File: src/rtl/dfps_pkg.sv
// shared types and constants for the dataflash page access sequencer
// no dependencies; used by every module of the block
package dfps_pkg;

  localparam int ADDR_W = 24;
  localparam int LEN_W  = 25;
  localparam int PAGE_W = 11;
  localparam int PNUM_W = 16;
  localparam int POLL_W = 6;

  typedef struct packed {
    logic [1:0]        opcode;
    logic [ADDR_W-1:0] start_address;
    logic [LEN_W-1:0]  transfer_length;
    logic [7:0]        status_byte;
  } dfps_in_t;

  typedef struct packed {
    logic [1:0]        kind;
    logic [7:0]        command_code;
    logic [ADDR_W-1:0] flash_address;
    logic [PAGE_W-1:0] payload_bytes;
    logic              payload_is_read;
    logic [LEN_W-1:0]  bytes_done;
    logic [1:0]        result_code;
    logic              write_protect_high;
  } dfps_out_t;

  // input opcodes
  localparam logic [1:0] OP_READ     = 2'd0;
  localparam logic [1:0] OP_WRITE    = 2'd1;
  localparam logic [1:0] OP_STATUS   = 2'd2;
  localparam logic [1:0] OP_FINISHED = 2'd3;

  // result kinds
  localparam logic [1:0] KIND_FRAME = 2'd0;
  localparam logic [1:0] KIND_POLL  = 2'd1;
  localparam logic [1:0] KIND_DONE  = 2'd2;

  // result codes
  localparam logic [1:0] RES_OK        = 2'd0;
  localparam logic [1:0] RES_RANGE     = 2'd1;
  localparam logic [1:0] RES_NOT_READY = 2'd2;
  localparam logic [1:0] RES_MISMATCH  = 2'd3;

  // flash command bytes
  localparam logic [7:0] CMD_READ_CONT = 8'hE8;
  localparam logic [7:0] CMD_XFER_BUF1 = 8'h53;
  localparam logic [7:0] CMD_PROG_BUF1 = 8'h82;
  localparam logic [7:0] CMD_CMP_BUF1  = 8'h60;
  localparam logic [7:0] CMD_STATUS    = 8'hD7;
  localparam logic [7:0] CMD_NONE      = 8'h00;

  // request phases
  localparam logic [3:0] PH_IDLE         = 4'd0;
  localparam logic [3:0] PH_RD_READY     = 4'd1;
  localparam logic [3:0] PH_RD_FRAME     = 4'd2;
  localparam logic [3:0] PH_WR_XFER      = 4'd3;
  localparam logic [3:0] PH_WR_XFER_POLL = 4'd4;
  localparam logic [3:0] PH_WR_PROG      = 4'd5;
  localparam logic [3:0] PH_WR_PROG_POLL = 4'd6;
  localparam logic [3:0] PH_WR_CMP       = 4'd7;
  localparam logic [3:0] PH_WR_CMP_POLL  = 4'd8;
  localparam logic [3:0] PH_WR_CHECK     = 4'd9;

  // configuration register indexes
  localparam logic [1:0] CFG_BYTES_PER_PAGE = 2'd0;
  localparam logic [1:0] CFG_PAGE_SHIFT     = 2'd1;
  localparam logic [1:0] CFG_DEVICE_BYTES   = 2'd2;
  localparam logic [1:0] CFG_WP_PRESENT     = 2'd3;

  localparam logic [PAGE_W-1:0] RST_BYTES_PER_PAGE = 11'd256;
  localparam logic [3:0]        RST_PAGE_SHIFT     = 4'd9;
  localparam logic [LEN_W-1:0]  RST_DEVICE_BYTES   = 25'd524288;

  // controller to datapath
  typedef struct packed {
    logic       load_in;
    logic       set_write;
    logic       div_start;
    logic       start_req;
    logic       adv_sum;
    logic       adv_chunk;
    logic       poll_fresh;
    logic       poll_inc;
    logic       emit;
    logic [1:0] emit_kind;
    logic [1:0] emit_res;
    logic       emit_zero;
    logic [3:0] phase;
  } dfps_cmd_t;

  // datapath to controller
  typedef struct packed {
    logic [1:0] op;
    logic       len_zero;
    logic       out_of_range;
    logic       st_ready;
    logic       st_mismatch;
    logic       is_write;
    logic       chunk_full;
    logic       poll_under;
    logic       div_done;
    logic       all_done;
    logic       out_free;
  } dfps_stat_t;

endpackage

File: src/rtl/dfps_div.sv
// restoring divider, one quotient bit per cycle, splits a byte address into page and offset
// depends on dfps_pkg
module dfps_div (
  input  logic                      clk,
  input  logic                      rst_n,
  input  logic                      start,
  input  logic [dfps_pkg::ADDR_W-1:0] dividend,
  input  logic [dfps_pkg::PAGE_W-1:0] divisor,
  output logic [dfps_pkg::ADDR_W-1:0] quotient,
  output logic [dfps_pkg::PAGE_W-1:0] remainder,
  output logic                      done
);
  import dfps_pkg::*;

  localparam int CNT_W = $clog2(ADDR_W);
  localparam logic [CNT_W-1:0] CNT_LAST = CNT_W'(ADDR_W - 1);

  logic [ADDR_W-1:0] quo_r, quo_nxt;
  logic [PAGE_W-1:0] rem_r, rem_nxt;
  logic [CNT_W-1:0]  cnt_r, cnt_nxt;
  logic              busy_r, busy_nxt;
  logic              done_r, done_nxt;
  logic [PAGE_W:0]   trial;

  always_comb begin
    quo_nxt  = quo_r;
    rem_nxt  = rem_r;
    cnt_nxt  = cnt_r;
    busy_nxt = busy_r;
    done_nxt = 1'b0;
    trial    = {rem_r, quo_r[ADDR_W-1]};
    if (start) begin
      quo_nxt  = dividend;
      rem_nxt  = '0;
      cnt_nxt  = '0;
      busy_nxt = 1'b1;
    end else if (busy_r) begin
      if (trial >= {1'b0, divisor}) begin
        rem_nxt = PAGE_W'(trial - {1'b0, divisor});
        quo_nxt = {quo_r[ADDR_W-2:0], 1'b1};
      end else begin
        rem_nxt = trial[PAGE_W-1:0];
        quo_nxt = {quo_r[ADDR_W-2:0], 1'b0};
      end
      cnt_nxt = cnt_r + 1'b1;
      if (cnt_r == CNT_LAST) begin
        busy_nxt = 1'b0;
        done_nxt = 1'b1;
      end
    end
  end

  always_ff @(posedge clk) begin
    if (!rst_n) begin
      busy_r <= 1'b0;
      done_r <= 1'b0;
      cnt_r  <= '0;
    end else begin
      busy_r <= busy_nxt;
      done_r <= done_nxt;
      cnt_r  <= cnt_nxt;
    end
    quo_r <= quo_nxt;
    rem_r <= rem_nxt;
  end

  assign quotient  = quo_r;
  assign remainder = rem_r;
  assign done      = done_r;

endmodule

File: src/rtl/dfps_dp.sv
// datapath: configuration registers, request state, address divider and result register
// depends on dfps_pkg and dfps_div
module dfps_dp #(
  parameter int RETRY_LIMIT    = 50,
  parameter int MAX_PAGE_BYTES = 1024,
  parameter int ADDRESS_BITS   = 24
) (
  input  logic                 clk,
  input  logic                 rst_n,
  input  dfps_pkg::dfps_in_t   in_data,
  input  logic                 cfg_we,
  input  logic [1:0]           cfg_index,
  input  logic [dfps_pkg::LEN_W-1:0] cfg_wdata,
  input  dfps_pkg::dfps_cmd_t  cmd,
  output dfps_pkg::dfps_stat_t stat,
  output logic                 out_valid,
  input  logic                 out_stall,
  output dfps_pkg::dfps_out_t  out_data
);
  import dfps_pkg::*;

  localparam logic [11:0] MAXP      = 12'(MAX_PAGE_BYTES);
  localparam logic [31:0] AMASK     = (32'h1 << ADDRESS_BITS) - 32'h1;
  localparam logic [POLL_W-1:0] RLIM = POLL_W'(RETRY_LIMIT);

  // configuration
  logic [PAGE_W-1:0] bpp_r;
  logic [3:0]        shift_r;
  logic [LEN_W-1:0]  dev_r;
  logic              wp_r;

  // latched item
  logic [1:0]        op_r;
  logic [ADDR_W-1:0] addr_r;
  logic [LEN_W-1:0]  len_r;
  logic [7:0]        st_r;

  // request state
  logic              is_write_r;
  logic [PNUM_W-1:0] page_r;
  logic [PAGE_W-1:0] offset_r;
  logic [LEN_W-1:0]  total_r;
  logic [LEN_W-1:0]  bf_r;
  logic [PAGE_W-1:0] chunk_r;
  logic [POLL_W-1:0] poll_r;

  logic              out_valid_r, out_valid_nxt;
  dfps_out_t         out_r, out_nxt;

  logic [PAGE_W-1:0] eff_page;
  logic [ADDR_W-1:0] div_quo;
  logic [PAGE_W-1:0] div_rem;
  logic              div_done;
  logic [PAGE_W-1:0] room;
  logic [LEN_W-1:0]  rem_len;
  logic [LEN_W:0]    end_addr;
  logic [30:0]       page_sh;
  logic [30:0]       addr_full;
  logic              with_off;

  always_comb begin
    if (bpp_r == '0) begin
      eff_page = PAGE_W'(1);
    end else if ({1'b0, bpp_r} > MAXP) begin
      eff_page = MAXP[PAGE_W-1:0];
    end else begin
      eff_page = bpp_r;
    end
  end

  dfps_div u_div (
    .clk       (clk),
    .rst_n     (rst_n),
    .start     (cmd.div_start),
    .dividend  (addr_r),
    .divisor   (eff_page),
    .quotient  (div_quo),
    .remainder (div_rem),
    .done      (div_done)
  );

  assign room     = eff_page - div_rem;
  assign rem_len  = total_r - bf_r;
  assign end_addr = (LEN_W+1)'(addr_r) + (LEN_W+1)'(len_r);

  always_comb begin
    stat.op           = op_r;
    stat.len_zero     = (len_r == '0);
    stat.out_of_range = (end_addr > (LEN_W+1)'(dev_r));
    stat.st_ready     = st_r[7];
    stat.st_mismatch  = st_r[6];
    stat.is_write     = is_write_r;
    stat.chunk_full   = (chunk_r == eff_page);
    stat.poll_under   = (poll_r < RLIM);
    stat.div_done     = div_done;
    stat.all_done     = (bf_r >= total_r);
    stat.out_free     = !out_valid_r || !out_stall;
  end

  // config port
  always_ff @(posedge clk) begin
    if (!rst_n) begin
      bpp_r   <= RST_BYTES_PER_PAGE;
      shift_r <= RST_PAGE_SHIFT;
      dev_r   <= RST_DEVICE_BYTES;
      wp_r    <= 1'b0;
    end else if (cfg_we) begin
      case (cfg_index)
        CFG_BYTES_PER_PAGE: bpp_r   <= cfg_wdata[PAGE_W-1:0];
        CFG_PAGE_SHIFT:     shift_r <= cfg_wdata[3:0];
        CFG_DEVICE_BYTES:   dev_r   <= cfg_wdata;
        CFG_WP_PRESENT:     wp_r    <= cfg_wdata[0];
        default: begin
        end
      endcase
    end
  end

  always_ff @(posedge clk) begin
    if (cmd.load_in) begin
      op_r   <= in_data.opcode;
      addr_r <= in_data.start_address;
      len_r  <= in_data.transfer_length;
      st_r   <= in_data.status_byte;
    end
  end

  always_ff @(posedge clk) begin
    if (!rst_n) begin
      is_write_r <= 1'b0;
      page_r     <= '0;
      offset_r   <= '0;
      total_r    <= '0;
      bf_r       <= '0;
      chunk_r    <= '0;
      poll_r     <= '0;
    end else begin
      if (cmd.set_write) begin
        is_write_r <= op_r[0];
      end
      if (cmd.start_req) begin
        total_r  <= len_r;
        bf_r     <= '0;
        page_r   <= div_quo[PNUM_W-1:0];
        offset_r <= div_rem;
        chunk_r  <= (len_r > LEN_W'(room)) ? room : len_r[PAGE_W-1:0];
      end
      if (cmd.adv_sum) begin
        bf_r     <= bf_r + LEN_W'(chunk_r);
        page_r   <= page_r + 1'b1;
        offset_r <= '0;
      end
      if (cmd.adv_chunk) begin
        chunk_r <= (rem_len > LEN_W'(eff_page)) ? eff_page : rem_len[PAGE_W-1:0];
      end
      if (cmd.poll_fresh) begin
        poll_r <= POLL_W'(1);
      end else if (cmd.poll_inc) begin
        poll_r <= poll_r + 1'b1;
      end
    end
  end

  // device address of the current page, with or without the offset
  assign with_off  = (cmd.phase == PH_RD_FRAME) || (cmd.phase == PH_WR_PROG);
  assign page_sh   = {15'd0, page_r} << shift_r;
  assign addr_full = page_sh + (with_off ? 31'(offset_r) : 31'd0);

  always_comb begin
    out_nxt     = '0;
    out_nxt.kind = cmd.emit_kind;
    case (cmd.emit_kind)
      KIND_FRAME: begin
        out_nxt.flash_address = addr_full[ADDR_W-1:0] & AMASK[ADDR_W-1:0];
        case (cmd.phase)
          PH_RD_FRAME: begin
            out_nxt.command_code    = CMD_READ_CONT;
            out_nxt.payload_bytes   = chunk_r;
            out_nxt.payload_is_read = 1'b1;
          end
          PH_WR_XFER: begin
            out_nxt.command_code = CMD_XFER_BUF1;
          end
          PH_WR_PROG: begin
            out_nxt.command_code  = CMD_PROG_BUF1;
            out_nxt.payload_bytes = chunk_r;
          end
          default: begin
            out_nxt.command_code = CMD_CMP_BUF1;
          end
        endcase
      end
      KIND_POLL: begin
        out_nxt.command_code    = CMD_STATUS;
        out_nxt.payload_bytes   = PAGE_W'(1);
        out_nxt.payload_is_read = 1'b1;
      end
      default: begin
        out_nxt.command_code = CMD_NONE;
        out_nxt.bytes_done   = cmd.emit_zero ? '0 : bf_r;
        out_nxt.result_code  = cmd.emit_res;
      end
    endcase
    out_nxt.write_protect_high = (cmd.emit_kind != KIND_DONE) && is_write_r && wp_r;
  end

  always_comb begin
    out_valid_nxt = out_valid_r;
    if (cmd.emit) begin
      out_valid_nxt = 1'b1;
    end else if (!out_stall) begin
      out_valid_nxt = 1'b0;
    end
  end

  always_ff @(posedge clk) begin
    if (!rst_n) begin
      out_valid_r <= 1'b0;
    end else begin
      out_valid_r <= out_valid_nxt;
    end
    if (cmd.emit) begin
      out_r <= out_nxt;
    end
  end

  assign out_valid = out_valid_r;
  assign out_data  = out_r;

  // a result never overwrites a beat that is still waiting
  a_emit_free: assert property (@(posedge clk) disable iff (!rst_n)
    cmd.emit |-> (!out_valid_r || !out_stall))
    else $error("result loaded over a pending beat");

  a_poll_limit: assert property (@(posedge clk) disable iff (!rst_n)
    poll_r <= RLIM)
    else $error("poll count past retry limit");

endmodule

File: src/rtl/dfps_ctrl.sv
// controller: request phase and per-item sequencing, drives the datapath by command struct
// depends on dfps_pkg
module dfps_ctrl (
  input  logic                 clk,
  input  logic                 rst_n,
  input  logic                 in_valid,
  output logic                 in_stall,
  input  dfps_pkg::dfps_stat_t stat,
  output dfps_pkg::dfps_cmd_t  cmd
);
  import dfps_pkg::*;

  localparam logic [2:0] SQ_IDLE  = 3'd0;
  localparam logic [2:0] SQ_EXEC  = 3'd1;
  localparam logic [2:0] SQ_DIV   = 3'd2;
  localparam logic [2:0] SQ_START = 3'd3;
  localparam logic [2:0] SQ_ADV1  = 3'd4;
  localparam logic [2:0] SQ_ADV2  = 3'd5;
  localparam logic [2:0] SQ_ADV3  = 3'd6;
  localparam logic [2:0] SQ_EMIT  = 3'd7;

  logic [2:0] state_r, state_nxt;
  logic [3:0] phase_r, phase_nxt;
  logic [1:0] ek_r, ek_nxt;
  logic [1:0] rc_r, rc_nxt;
  logic       dz_r, dz_nxt;

  always_comb begin
    state_nxt = state_r;
    phase_nxt = phase_r;
    ek_nxt    = ek_r;
    rc_nxt    = rc_r;
    dz_nxt    = dz_r;
    cmd           = '0;
    cmd.phase     = phase_r;
    cmd.emit_kind = ek_r;
    cmd.emit_res  = rc_r;
    cmd.emit_zero = dz_r;

    case (state_r)
      SQ_IDLE: begin
        if (in_valid) begin
          cmd.load_in = 1'b1;
          state_nxt   = SQ_EXEC;
        end
      end

      SQ_EXEC: begin
        state_nxt = SQ_IDLE;
        if (phase_r == PH_IDLE) begin
          if (stat.op == OP_READ || stat.op == OP_WRITE) begin
            cmd.set_write = 1'b1;
            if (stat.len_zero) begin
              {ek_nxt, rc_nxt, dz_nxt} = {KIND_DONE, RES_OK, 1'b1};
              state_nxt = SQ_EMIT;
            end else if (stat.out_of_range) begin
              {ek_nxt, rc_nxt, dz_nxt} = {KIND_DONE, RES_RANGE, 1'b1};
              state_nxt = SQ_EMIT;
            end else begin
              cmd.div_start = 1'b1;
              state_nxt     = SQ_DIV;
            end
          end
        end else if (stat.op == OP_FINISHED) begin
          case (phase_r)
            PH_RD_FRAME: state_nxt = SQ_ADV1;
            PH_WR_XFER, PH_WR_PROG, PH_WR_CMP: begin
              cmd.poll_fresh = 1'b1;
              phase_nxt      = phase_r + 4'd1;
              ek_nxt         = KIND_POLL;
              state_nxt      = SQ_EMIT;
            end
            default: begin
            end
          endcase
        end else if (stat.op == OP_STATUS) begin
          if (phase_r == PH_WR_CHECK) begin
            if (stat.st_mismatch) begin
              {ek_nxt, rc_nxt, dz_nxt} = {KIND_DONE, RES_MISMATCH, 1'b0};
              phase_nxt = PH_IDLE;
              state_nxt = SQ_EMIT;
            end else begin
              state_nxt = SQ_ADV1;
            end
          end else if (phase_r == PH_RD_READY || phase_r == PH_WR_XFER_POLL ||
                       phase_r == PH_WR_PROG_POLL || phase_r == PH_WR_CMP_POLL) begin
            state_nxt = SQ_EMIT;
            if (!stat.st_ready) begin
              if (stat.poll_under) begin
                cmd.poll_inc = 1'b1;
                ek_nxt       = KIND_POLL;
              end else begin
                {ek_nxt, rc_nxt, dz_nxt} = {KIND_DONE, RES_NOT_READY, 1'b0};
                phase_nxt = PH_IDLE;
              end
            end else begin
              case (phase_r)
                PH_RD_READY: begin
                  phase_nxt = PH_RD_FRAME;
                  ek_nxt    = KIND_FRAME;
                end
                PH_WR_XFER_POLL: begin
                  phase_nxt = PH_WR_PROG;
                  ek_nxt    = KIND_FRAME;
                end
                PH_WR_PROG_POLL: begin
                  phase_nxt = PH_WR_CMP;
                  ek_nxt    = KIND_FRAME;
                end
                default: begin
                  cmd.poll_fresh = 1'b1;
                  phase_nxt      = PH_WR_CHECK;
                  ek_nxt         = KIND_POLL;
                end
              endcase
            end
          end
        end
      end

      SQ_DIV: begin
        if (stat.div_done) begin
          cmd.start_req = 1'b1;
          state_nxt     = SQ_START;
        end
      end

      // first chunk: writes open with a frame, reads wait for ready first
      SQ_START: begin
        state_nxt = SQ_EMIT;
        if (stat.is_write) begin
          phase_nxt = stat.chunk_full ? PH_WR_PROG : PH_WR_XFER;
          ek_nxt    = KIND_FRAME;
        end else begin
          cmd.poll_fresh = 1'b1;
          phase_nxt      = PH_RD_READY;
          ek_nxt         = KIND_POLL;
        end
      end

      SQ_ADV1: begin
        cmd.adv_sum = 1'b1;
        state_nxt   = SQ_ADV2;
      end

      SQ_ADV2: begin
        if (stat.all_done) begin
          {ek_nxt, rc_nxt, dz_nxt} = {KIND_DONE, RES_OK, 1'b0};
          phase_nxt = PH_IDLE;
          state_nxt = SQ_EMIT;
        end else begin
          cmd.adv_chunk = 1'b1;
          state_nxt     = SQ_ADV3;
        end
      end

      SQ_ADV3: begin
        state_nxt = SQ_EMIT;
        ek_nxt    = KIND_FRAME;
        if (stat.is_write) begin
          phase_nxt = stat.chunk_full ? PH_WR_PROG : PH_WR_XFER;
        end else begin
          phase_nxt = PH_RD_FRAME;
        end
      end

      SQ_EMIT: begin
        if (stat.out_free) begin
          cmd.emit  = 1'b1;
          state_nxt = SQ_IDLE;
        end
      end

      default: state_nxt = SQ_IDLE;
    endcase
  end

  always_ff @(posedge clk) begin
    if (!rst_n) begin
      state_r <= SQ_IDLE;
      phase_r <= PH_IDLE;
      ek_r    <= KIND_DONE;
      rc_r    <= RES_OK;
      dz_r    <= 1'b0;
    end else begin
      state_r <= state_nxt;
      phase_r <= phase_nxt;
      ek_r    <= ek_nxt;
      rc_r    <= rc_nxt;
      dz_r    <= dz_nxt;
    end
  end

  assign in_stall = (state_r != SQ_IDLE);

  a_div_idle: assert property (@(posedge clk) disable iff (!rst_n)
    (state_r == SQ_DIV) |-> (phase_r == PH_IDLE))
    else $error("address split running outside an idle phase");

  a_adv_phase: assert property (@(posedge clk) disable iff (!rst_n)
    (state_r == SQ_ADV1) |-> (phase_r == PH_RD_FRAME || phase_r == PH_WR_CHECK))
    else $error("chunk advance from wrong phase");

  a_emit_hold: assert property (@(posedge clk) disable iff (!rst_n)
    (state_r == SQ_EMIT && !stat.out_free) |=> (state_r == SQ_EMIT))
    else $error("pending result dropped");

endmodule

File: src/rtl/dataflash_page_access_sequencer.sv
// Page access sequencer for a serial page-organised data flash. One input beat is taken
// at a time. A read or write start runs 24 steps of a bit-serial divider that splits the
// byte address into page and offset; its first result is then loaded, and the next beat
// can be taken once it is. Zero-length and out-of-range starts skip the divider and go
// straight to a done result. Status replies and frame-finished beats that the phase
// expects load their result directly, unless they complete a chunk: then the bytes done
// are summed first and the request either ends there or moves on to the next chunk.
// The output register lets the next beat be taken while a result still waits.
// Configuration may only be written while no request is running.
// depends on dfps_pkg, dfps_ctrl, dfps_dp
module dataflash_page_access_sequencer #(
  parameter int RETRY_LIMIT    = 50,
  parameter int MAX_PAGE_BYTES = 1024,
  parameter int ADDRESS_BITS   = 24
) (
  input  logic                clk,
  input  logic                rst_n,
  input  logic                in_valid,
  output logic                in_stall,
  input  dfps_pkg::dfps_in_t  in_data,
  output logic                out_valid,
  input  logic                out_stall,
  output dfps_pkg::dfps_out_t out_data,
  input  logic                cfg_we,
  input  logic [1:0]          cfg_index,
  input  logic [dfps_pkg::LEN_W-1:0] cfg_wdata
);
  import dfps_pkg::*;

  dfps_cmd_t  cmd;
  dfps_stat_t stat;

  dfps_ctrl u_ctrl (
    .clk      (clk),
    .rst_n    (rst_n),
    .in_valid (in_valid),
    .in_stall (in_stall),
    .stat     (stat),
    .cmd      (cmd)
  );

  dfps_dp #(
    .RETRY_LIMIT    (RETRY_LIMIT),
    .MAX_PAGE_BYTES (MAX_PAGE_BYTES),
    .ADDRESS_BITS   (ADDRESS_BITS)
  ) u_dp (
    .clk       (clk),
    .rst_n     (rst_n),
    .in_data   (in_data),
    .cfg_we    (cfg_we),
    .cfg_index (cfg_index),
    .cfg_wdata (cfg_wdata),
    .cmd       (cmd),
    .stat      (stat),
    .out_valid (out_valid),
    .out_stall (out_stall),
    .out_data  (out_data)
  );

endmodule

File: config.mk
export PLATFORM = sky130hd
export DESIGN_NAME = dataflash_page_access_sequencer
export DESIGN_NICKNAME = d
export VERILOG_FILES = /design/src/rtl/dfps_pkg.sv /design/src/rtl/dfps_div.sv /design/src/rtl/dfps_dp.sv /design/src/rtl/dfps_ctrl.sv /design/src/rtl/dataflash_page_access_sequencer.sv
export SDC_FILE = /design/constraint.sdc
export NUM_CORES = 1
export LEC_CHECK = 0
export ABC_CLOCK_PERIOD_IN_PS = 7600
export BUFFER_PORTS_ARGS = -buffer_cell sky130_fd_sc_hd__buf_2
export CAP_MARGIN = 10
export CORE_MARGIN = 2
export CORE_UTILIZATION = 25
export CTS_CLUSTER_SIZE = 12
export DETAILED_ROUTE_END_ITERATION = 6
export PLACE_DENSITY = 0.39
export SLEW_MARGIN = 20
export SYNTH_ARGS = -nofsm -noshare
export SYNTH_HDL_FRONTEND = slang
export SYNTH_SLANG_ARGS = --single-unit
File: constraint.sdc
create_clock -name clk -period 7.6 [get_ports clk]
set_input_delay 0 -clock clk [delete_from_list [all_inputs] [get_ports clk]]
set_output_delay 0 -clock clk [all_outputs]
set_load 0.02 [all_outputs]
# Word level (Yosys, flattened, before mapping)
# Cells that the tools add are included.
[word_totals]
register_bits = 324
inputBits = 91
output_inout_bits = 76
[classes]
n_addsub = 10
n_eq_ne = 49
n_lt_le_gt_ge = 7
reduce_logical = 42
n_mux = 128
n_shift = 1
n_bitwise = 2
[ops]
columns = ["op", "count"]
rows = [
  ["two-way mux 11 bit", 9],
  ["two-way mux 2 bit", 33],
  ["greater-than comparator 25 x 11 -> 1 bit", 2],
  ["two-way mux 25 bit", 2],
  ["two-way mux 24 bit", 2],
  ["two-way mux 4 bit", 12],
  ["two-way mux 1 bit", 45],
  ["two-way mux 3 bit", 12],
  ["two-way mux 16 bit", 2],
  ["adder 24 x 25 -> 26 bit", 1],
  ["greater-than comparator 26 x 25 -> 1 bit", 1],
  ["adder 25 x 11 -> 25 bit", 1],
  ["greater-or-equal comparator 25 bit", 1],
  ["logical NOT 25 bit", 1],
  ["subtractor 25 bit", 1],
  ["adder 24 bit", 1],
  ["case mux 12 bit (2 select lines)", 1],
  ["case mux 8 bit (3 select lines)", 1],
  ["<< shifter 16 x 4 -> 24 bit", 1],
  ["subtractor 11 bit", 2],
  ["case mux 3 bit (7 select lines)", 1],
  ["adder 16 x 1 -> 16 bit, second input constant", 1],
  ["== test 4 x 3 -> 1 bit, second input constant", 4],
  ["case mux 4 bit (4 select lines)", 1],
  ["other kinds (50)", 101],
]

# Longest topological paths before layout
[logic_depth]
ltp_word = 12
depth_mapped = 22
ltp_nobuf = 21

# Hierarchy
# From an unflattened synthesis, not the netlist that was laid out.
[unflattened]
hier_cells = 2235
hier_area_um2 = 20577.2
[by_module_without_submodules]
columns = ["mod", "seq_area_each_um2", "area_per_inst_um2", "cells_per_inst", "instances"]
rows = [
  ["dfps_dp", 6526.3, 16886.2, 1836, 1],
  ["dfps_div", 1081.0, 2429.8, 219, 1],
  ["dfps_ctrl", 240.2, 1261.2, 180, 1],
]

# Least setup slack after synthesis
# Ideal clock, no wire load.
[synth_timing]
path_kind = "register -> register"
start = "register u_dp.len_r[0]"
end = "register u_dp.u_div.quo_r[0] (netlist: u_dp.u_div.quotient[0]), enable pin"
path_slack_ps = 2182
stages_incl_launch_ff = 22
n_path_buf = 1
arrival_time_ps = 5037
cell_sequence = "edfxtp_1 -> ha_1 -> fa_1 -> a211oi_1 -> o21bai_1 -> a211o_1 -> a31oi_1 -> o311a_1 -> a21oi_1 -> a21oi_1 -> o21ai_0 -> xor2_1 -> ha_1 -> a2111oi_0 -> nand2_1 -> o22ai_1 -> and4b_1 -> o31ai_1 -> nand2_1 -> o2111ai_2 -> clkbuf_1 -> nand2_1"
[synth_via]
elab_chain_cells = 8
word_cells_on_any_way = 9
cone_classes = "add/sub: 1; order compare: 1; mux: 5; reduce/logical: 2"
[synth_lines]
columns = ["item", "line", "source"]
rows = [
  ["from (decl)", "dfps_dp.sv:35", "logic [LEN_W-1:0] len_r;"],
  ["from (signal assigned)", "dfps_dp.sv:123", "len_r <= in_data.transfer_length;"],
  ["adder 24 x 25 -> 26 bit", "dfps_dp.sv:84", "assign end_addr = (LEN_W+1)'(addr_r) + (LEN_W+1)'(len_r);"],
  ["greater-than comparator 26 x 25 -> 1 bit", "dfps_dp.sv:89", "stat.out_of_range = (end_addr > (LEN_W+1)'(dev_r));"],
  ["two-way mux 1 bit", "dfps_ctrl.sv:56", "end else if (stat.out_of_range) begin"],
  ["two-way mux 1 bit (*)", "dfps_ctrl.sv:53", "if (stat.len_zero) begin"],
  ["two-way mux 2 bit (*)", "dfps_ctrl.sv:51", "if (stat.op == OP_READ || stat.op == OP_WRITE) begin"],
  ["two-way mux 2 bit (*)", "dfps_ctrl.sv:50", "if (phase_r == PH_IDLE) begin"],
  ["two-way mux 2 bit (*)", "dfps_ctrl.sv:40", "case (state_r)"],
  ["nonzero test 2 bit (no source line) (*)", "--", ""],
  ["to (signal assigned)", "dfps_div.sv:63", "quo_r <= quo_nxt;"],
  ["to (decl)", "dfps_div.sv:18", "logic [ADDR_W-1:0] quo_r, quo_nxt;"],
]
# Every way passes the cells marked *; elsewhere a longest branch is shown, timed or not.
# A chain may end at the register's enable or synchronous reset.

# Final worst setup path
[layout_timing]
start = "register u_dp.len_r[0]"
end = "register u_dp.u_div.quo_r[2] (netlist: u_dp.u_div.quotient[2]), data pin"
[layout_via]
elab_chain_cells = 8
word_cells_on_any_way = 9
cone_classes = "add/sub: 1; order compare: 1; mux: 6; reduce/logical: 1"
[layout_lines]
columns = ["item", "line", "source"]
rows = [
  ["adder 24 x 25 -> 26 bit", "dfps_dp.sv:84", ""],
  ["greater-than comparator 26 x 25 -> 1 bit", "dfps_dp.sv:89", ""],
  ["two-way mux 1 bit", "dfps_ctrl.sv:56", ""],
  ["two-way mux 1 bit (*)", "dfps_ctrl.sv:53", ""],
  ["two-way mux 2 bit (*)", "dfps_ctrl.sv:51", ""],
  ["two-way mux 2 bit (*)", "dfps_ctrl.sv:50", ""],
  ["two-way mux 2 bit (*)", "dfps_ctrl.sv:40", ""],
  ["two-way mux 24 bit (*)", "dfps_div.sv:32", "if (start) begin"],
  ["via u_dp.u_div.quo_nxt[2]", "dfps_div.sv:18", ""],
]
# The timed path passes the listed nets; every way through them passes the cells marked *.

==> summary.txt <==
Placement
  – Setup slack after placement: 1.48 ns
  – Global placer's final weighted congestion: 0.850
  – Buffers on Ports: 160
  – Detail Placement HPWL: 52400 microns

STA
  – Fin crit period: 6.02 ns
  – Aggregate negative setup slack: 0 ns
  – Tightest Pin Transition: 1.06 ns
  – Final worst-path cycle share: 0.792
  – Worst slew margin: 0.293
  – Final number of hold-violating endpoints: 0
  – Final setup vio count: 0
  – Setup repair after global routing missed its margin: no
  – Worst setup slack after layout: 1.58 ns
  – Clock Skews: 0.0321 ns
  – Maximum frequency from static timing analysis: 166 MHz
  – Max-slew violations: 0

Logic synthesis
  – Mux share of post-synthesis cell area: 0.0587
  – Area contributors post-synth: sky130_fd_sc_hd__edfxtp_1 (23%), sky130_fd_sc_hd__dfxtp_1 (17%), sky130_fd_sc_hd__ha_1 (9.2%)
  – Adder and majority gate portion of the synthesized area: 0.0980
  – Main combinational cell family by area after synthesis: simple AND/OR/NAND/NOR gates
  – Dominant register cell in the synthesized netlist: sky130_fd_sc_hd__dfxtp_1
  – Synthesized netlist cell count: 2191
  – Number of flops mapped to enable cells by yosys: 150
  – Share of the synthesized area in the top cell type: 0.227
  – Library cell with the largest summed area after synthesis: sky130_fd_sc_hd__edfxtp_1
  – Post-synth ARST share: 0
  – Total of flip-flops plus latches after synthesis: 317
  – Count of warnings emitted by yosys: 0
  – Number of library cell types mapped by synthesis: 92
  – Net count after synthesis: 2434
  – Share of the yosys chip area belonging to registers: 0.395
  – Mean instance size in the synthesized netlist: 9.06 sq um
  – Simple-gate portion of the synthesized area: 0.187
  – Cell area after synthesis: 19900 sq um
  – Xor/xnor cell area share of the yosys netlist: 0.0410
  – Compound-gate portion of the synthesized area: 0.177

Clock tree
  – CTS sink count: 317
  – Number of buffers added by the clock tree synthesis step: 41
  – Deepest clock path buffer count: 3
  – Skew-Pair Late Insertion Delay: 0.58 ns
  – CTS tree: built
  – Total setup buffers inserted after CTS: 0
  – Clock root buffer master: sky130_fd_sc_hd__clkbuf_16
  – Level count of the clock H-tree: 2
  – Worst-path clk slew: 0.06 ns

Die
  – Area of the die: 81700 sq um
  – I/O pin cnt: 167
  – Number of placement rows: 103
  – Die width: 286 microns
  – Die H: 286 microns
  – Core area: 78900 sq um
  – Initial core utilization: 0.252

Routing
  – DRC: 0
  – Total routed wirelength: 68700 microns
  – Via count: 17.1k
  – Wirelength per Cell: 19.6 microns
  – DRC marker count from the first detailed-route iteration: 1092
  – Detailed-route vias per instance: 4.89
  – Drt pass-1 iters: 6
  – Post-route ant nets: 0

Worst setup path
  – Worst setup path class: reg2reg
  – Startpoint Class: flip-flop
  – Maximum fanout along the worst path: 25
  – Crit path capture type: flip-flop
  – Data required time of the critical path: 7.91 ns
  – Critical path arrival: 6.33 ns

Global route
  – Pin count of the biggest net entering global routing: 75
  – Vias in the first global route: 16.5k
  – All-layer global routing usage: 0.164
  – Global-route wire length before repair: 103000 microns
  – Antenna violations before repair: 5
  – Remaining global-route overflow: 0

Power and ir drop
  – Power density cells: 275 nW/um^2
  – Leakage power: 0.00907 uW
  – Worst supply voltage drop on vdd: 146 uV

Cells and area
  – Fraction of final layout cells with drive strength greater than 1: 0.129
  – Final #Nets: 2667
  – Area delta synth->final: 21.5%

Flow run
  – Maxcap violations: 0

Status
  – Outcome: completed

Worst hold path
  – Type of the most critical hold path: in2reg
==> cells in the mapped netlist (all sizes together), types with 16 or more instances <==
library cell and n:
and2 50, mux2i 50, o21bai 16, a31oi 16, o21ai 88, clkbuf 70, nor2 167, ha 146
xor2 40, dfxtp 167, xnor2 53, a21oi 217, nand2b 28, nand4 37, a21o 19, nand3 45
a211oi 19, nand2 267, inv 123, mux2 30, nor3 50, or3 17, and3 28, o211ai 18
nor2b 31, buf 23, edfxtp 150, o21a 19
==> layer usage <==
metal	GRT usage	vias to the layer above	share of wire
met1	0.233	8183	0.48
met4	0.0473	0	0.025
met3	0.0241	79	0.050
met5	0	-	0
li1	-	8447	-
met2	0.258	438	0.44
==> sequential cells by signal, summed over array words and instances (netlist names), 3 cells and up <==
| name | cells |
|---|---|
| u_ctrl.phase_r | 4 |
| u_ctrl.state_r | 3 |
| u_dp.addr_r | 24 |
| u_dp.bf_r | 25 |
| u_dp.bpp_r | 11 |
| u_dp.chunk_r | 11 |
| u_dp.dev_r | 25 |
| u_dp.len_r | 25 |
| u_dp.offset_r | 11 |
| u_dp.out_data | 73 |
| u_dp.page_r | 16 |
| u_dp.poll_r | 6 |
| u_dp.shift_r | 4 |
| u_dp.total_r | 25 |
| u_dp.u_div.cnt_r | 5 |
| u_dp.u_div.quotient | 24 |
| u_dp.u_div.remainder | 11 |
==> worst max-delay path, stage by stage (launching register included) <==
cell                        delay (ns)
sky130_fd_sc_hd__edfxtp_1         0.48
sky130_fd_sc_hd__ha_1             0.28
sky130_fd_sc_hd__fa_1             0.42
sky130_fd_sc_hd__a211oi_1         0.33
sky130_fd_sc_hd__o21bai_1         0.17
sky130_fd_sc_hd__a211o_1          0.34
sky130_fd_sc_hd__a31oi_1          0.25
sky130_fd_sc_hd__o311a_1          0.24
sky130_fd_sc_hd__a21oi_1          0.12
sky130_fd_sc_hd__a21oi_1          0.16
sky130_fd_sc_hd__o21ai_0          0.11
sky130_fd_sc_hd__xor2_1           0.17
sky130_fd_sc_hd__ha_1             0.31
sky130_fd_sc_hd__a2111oi_0        0.40
sky130_fd_sc_hd__nand2_1          0.10
sky130_fd_sc_hd__o22ai_1          0.21
sky130_fd_sc_hd__and4b_1          0.24
sky130_fd_sc_hd__o31ai_1          0.23
sky130_fd_sc_hd__nand2_1          0.24
sky130_fd_sc_hd__o2111ai_4        0.29
sky130_fd_sc_hd__buf_4            0.35
sky130_fd_sc_hd__mux2_2           0.31
==> final timing paths <==
check / startpoint / to / slack, ns / cells after the start
min reg2reg: u_dp.offset_r[5] / u_dp.offset_r[5] / 0.45 / 2
max: u_dp.len_r[0] / u_dp.u_div.quotient[2] / 1.58 / 21
min: in_data[54] / u_dp.addr_r[21] / 0.13 / 2
max reg2reg: u_dp.len_r[0] / u_dp.u_div.quotient[2] / 1.58 / 21
==> logic make-up after synthesis <==
group / Yosys count
AOI/OAI and AO/OA: 547
xor gates and xnor gates: 93
adders and majority gates: 152
buffers and inverters: 216
DFF: 317
muxes: 93
and+or+nand+nor: 773
==> report_power, final <==
group | switching, uW | internal, uW
Combinational | 1460 | 940
Sequential | 280 | 2020
Clock | 806 | 1110
==> layout by cell type, fill, tap and decap left out, types with 12 or more instances in the layout <==
cell	synthesis	layout
sky130_fd_sc_hd__inv_1	123	122
sky130_fd_sc_hd__buf_4	2	15
sky130_fd_sc_hd__buf_2	7	160
sky130_fd_sc_hd__nand2b_1	27	27
sky130_fd_sc_hd__xor2_1	40	40
sky130_fd_sc_hd__nor2b_1	31	31
sky130_fd_sc_hd__nand2_1	267	267
sky130_fd_sc_hd__o22ai_1	12	12
sky130_fd_sc_hd__a22oi_1	15	15
sky130_fd_sc_hd__clkbuf_16	0	41
sky130_fd_sc_hd__nand4_1	36	36
sky130_fd_sc_hd__nor4_1	15	15
sky130_fd_sc_hd__or2_2	15	15
sky130_fd_sc_hd__a31oi_1	16	16
sky130_fd_sc_hd__and2_1	50	50
sky130_fd_sc_hd__mux2_2	30	30
sky130_fd_sc_hd__and3_1	28	26
sky130_fd_sc_hd__nor3_1	49	49
sky130_fd_sc_hd__a21oi_1	216	215
sky130_fd_sc_hd__nor2_1	167	166
sky130_fd_sc_hd__dfxtp_1	167	167
sky130_fd_sc_hd__or3_1	16	16
sky130_fd_sc_hd__o21bai_1	16	16
sky130_fd_sc_hd__mux2i_1	49	49
sky130_fd_sc_hd__o21ai_0	85	84
sky130_fd_sc_hd__o21a_1	19	19
sky130_fd_sc_hd__a211oi_1	17	16
sky130_fd_sc_hd__dlygate4sd3_1	0	108
sky130_fd_sc_hd__a21o_1	19	19
sky130_fd_sc_hd__ha_1	146	146
sky130_fd_sc_hd__edfxtp_1	150	150
sky130_fd_sc_hd__nand3_1	45	44
sky130_fd_sc_hd__xnor2_1	53	53
sky130_fd_sc_hd__o211ai_1	18	18
==> stage by stage <==
| stage | total power [uW] | cell area (sq um) | cells | hold WS, ns | util |
|---|---|---|---|---|---|
| 2_1_floorplan | 3890 | 19900 | 2191 | 0.0989 | - |
| 5_1_grt | 7090 | 24100 | 3507 | 0.0973 | 0.306 |
| 6_report | 6620 | 24100 | 3508 | 0.125 | 0.306 |
| 3_3_place_gp | 4670 | 21700 | 3323 | 0.178 | 0.276 |
| 3_5_place_dp | 4700 | 21700 | 3323 | 0.178 | 0.276 |
| 4_1_cts | 6700 | 24100 | 3507 | 0.0781 | 0.306 |
==> cell type report <==
class,count,area [sq um]
inverter,123,463
fill,8398,54700
clock inverter,24,236
tap,1050,1310
sequential,317,7850
antenna,1,2.50
timing repair buffer,283,1990
multi-input combinational,1658,11200
clock buffer,52,1080
==> what timing repair did <==
action | in CTS | in global routing
hold buffers | 108 | 0
resized for setup | 0 | 0
endpoints found under the setup margin | 0 | 0
hold endpoints to repair | 97 | 0
(Power assumes the default switching activity.)
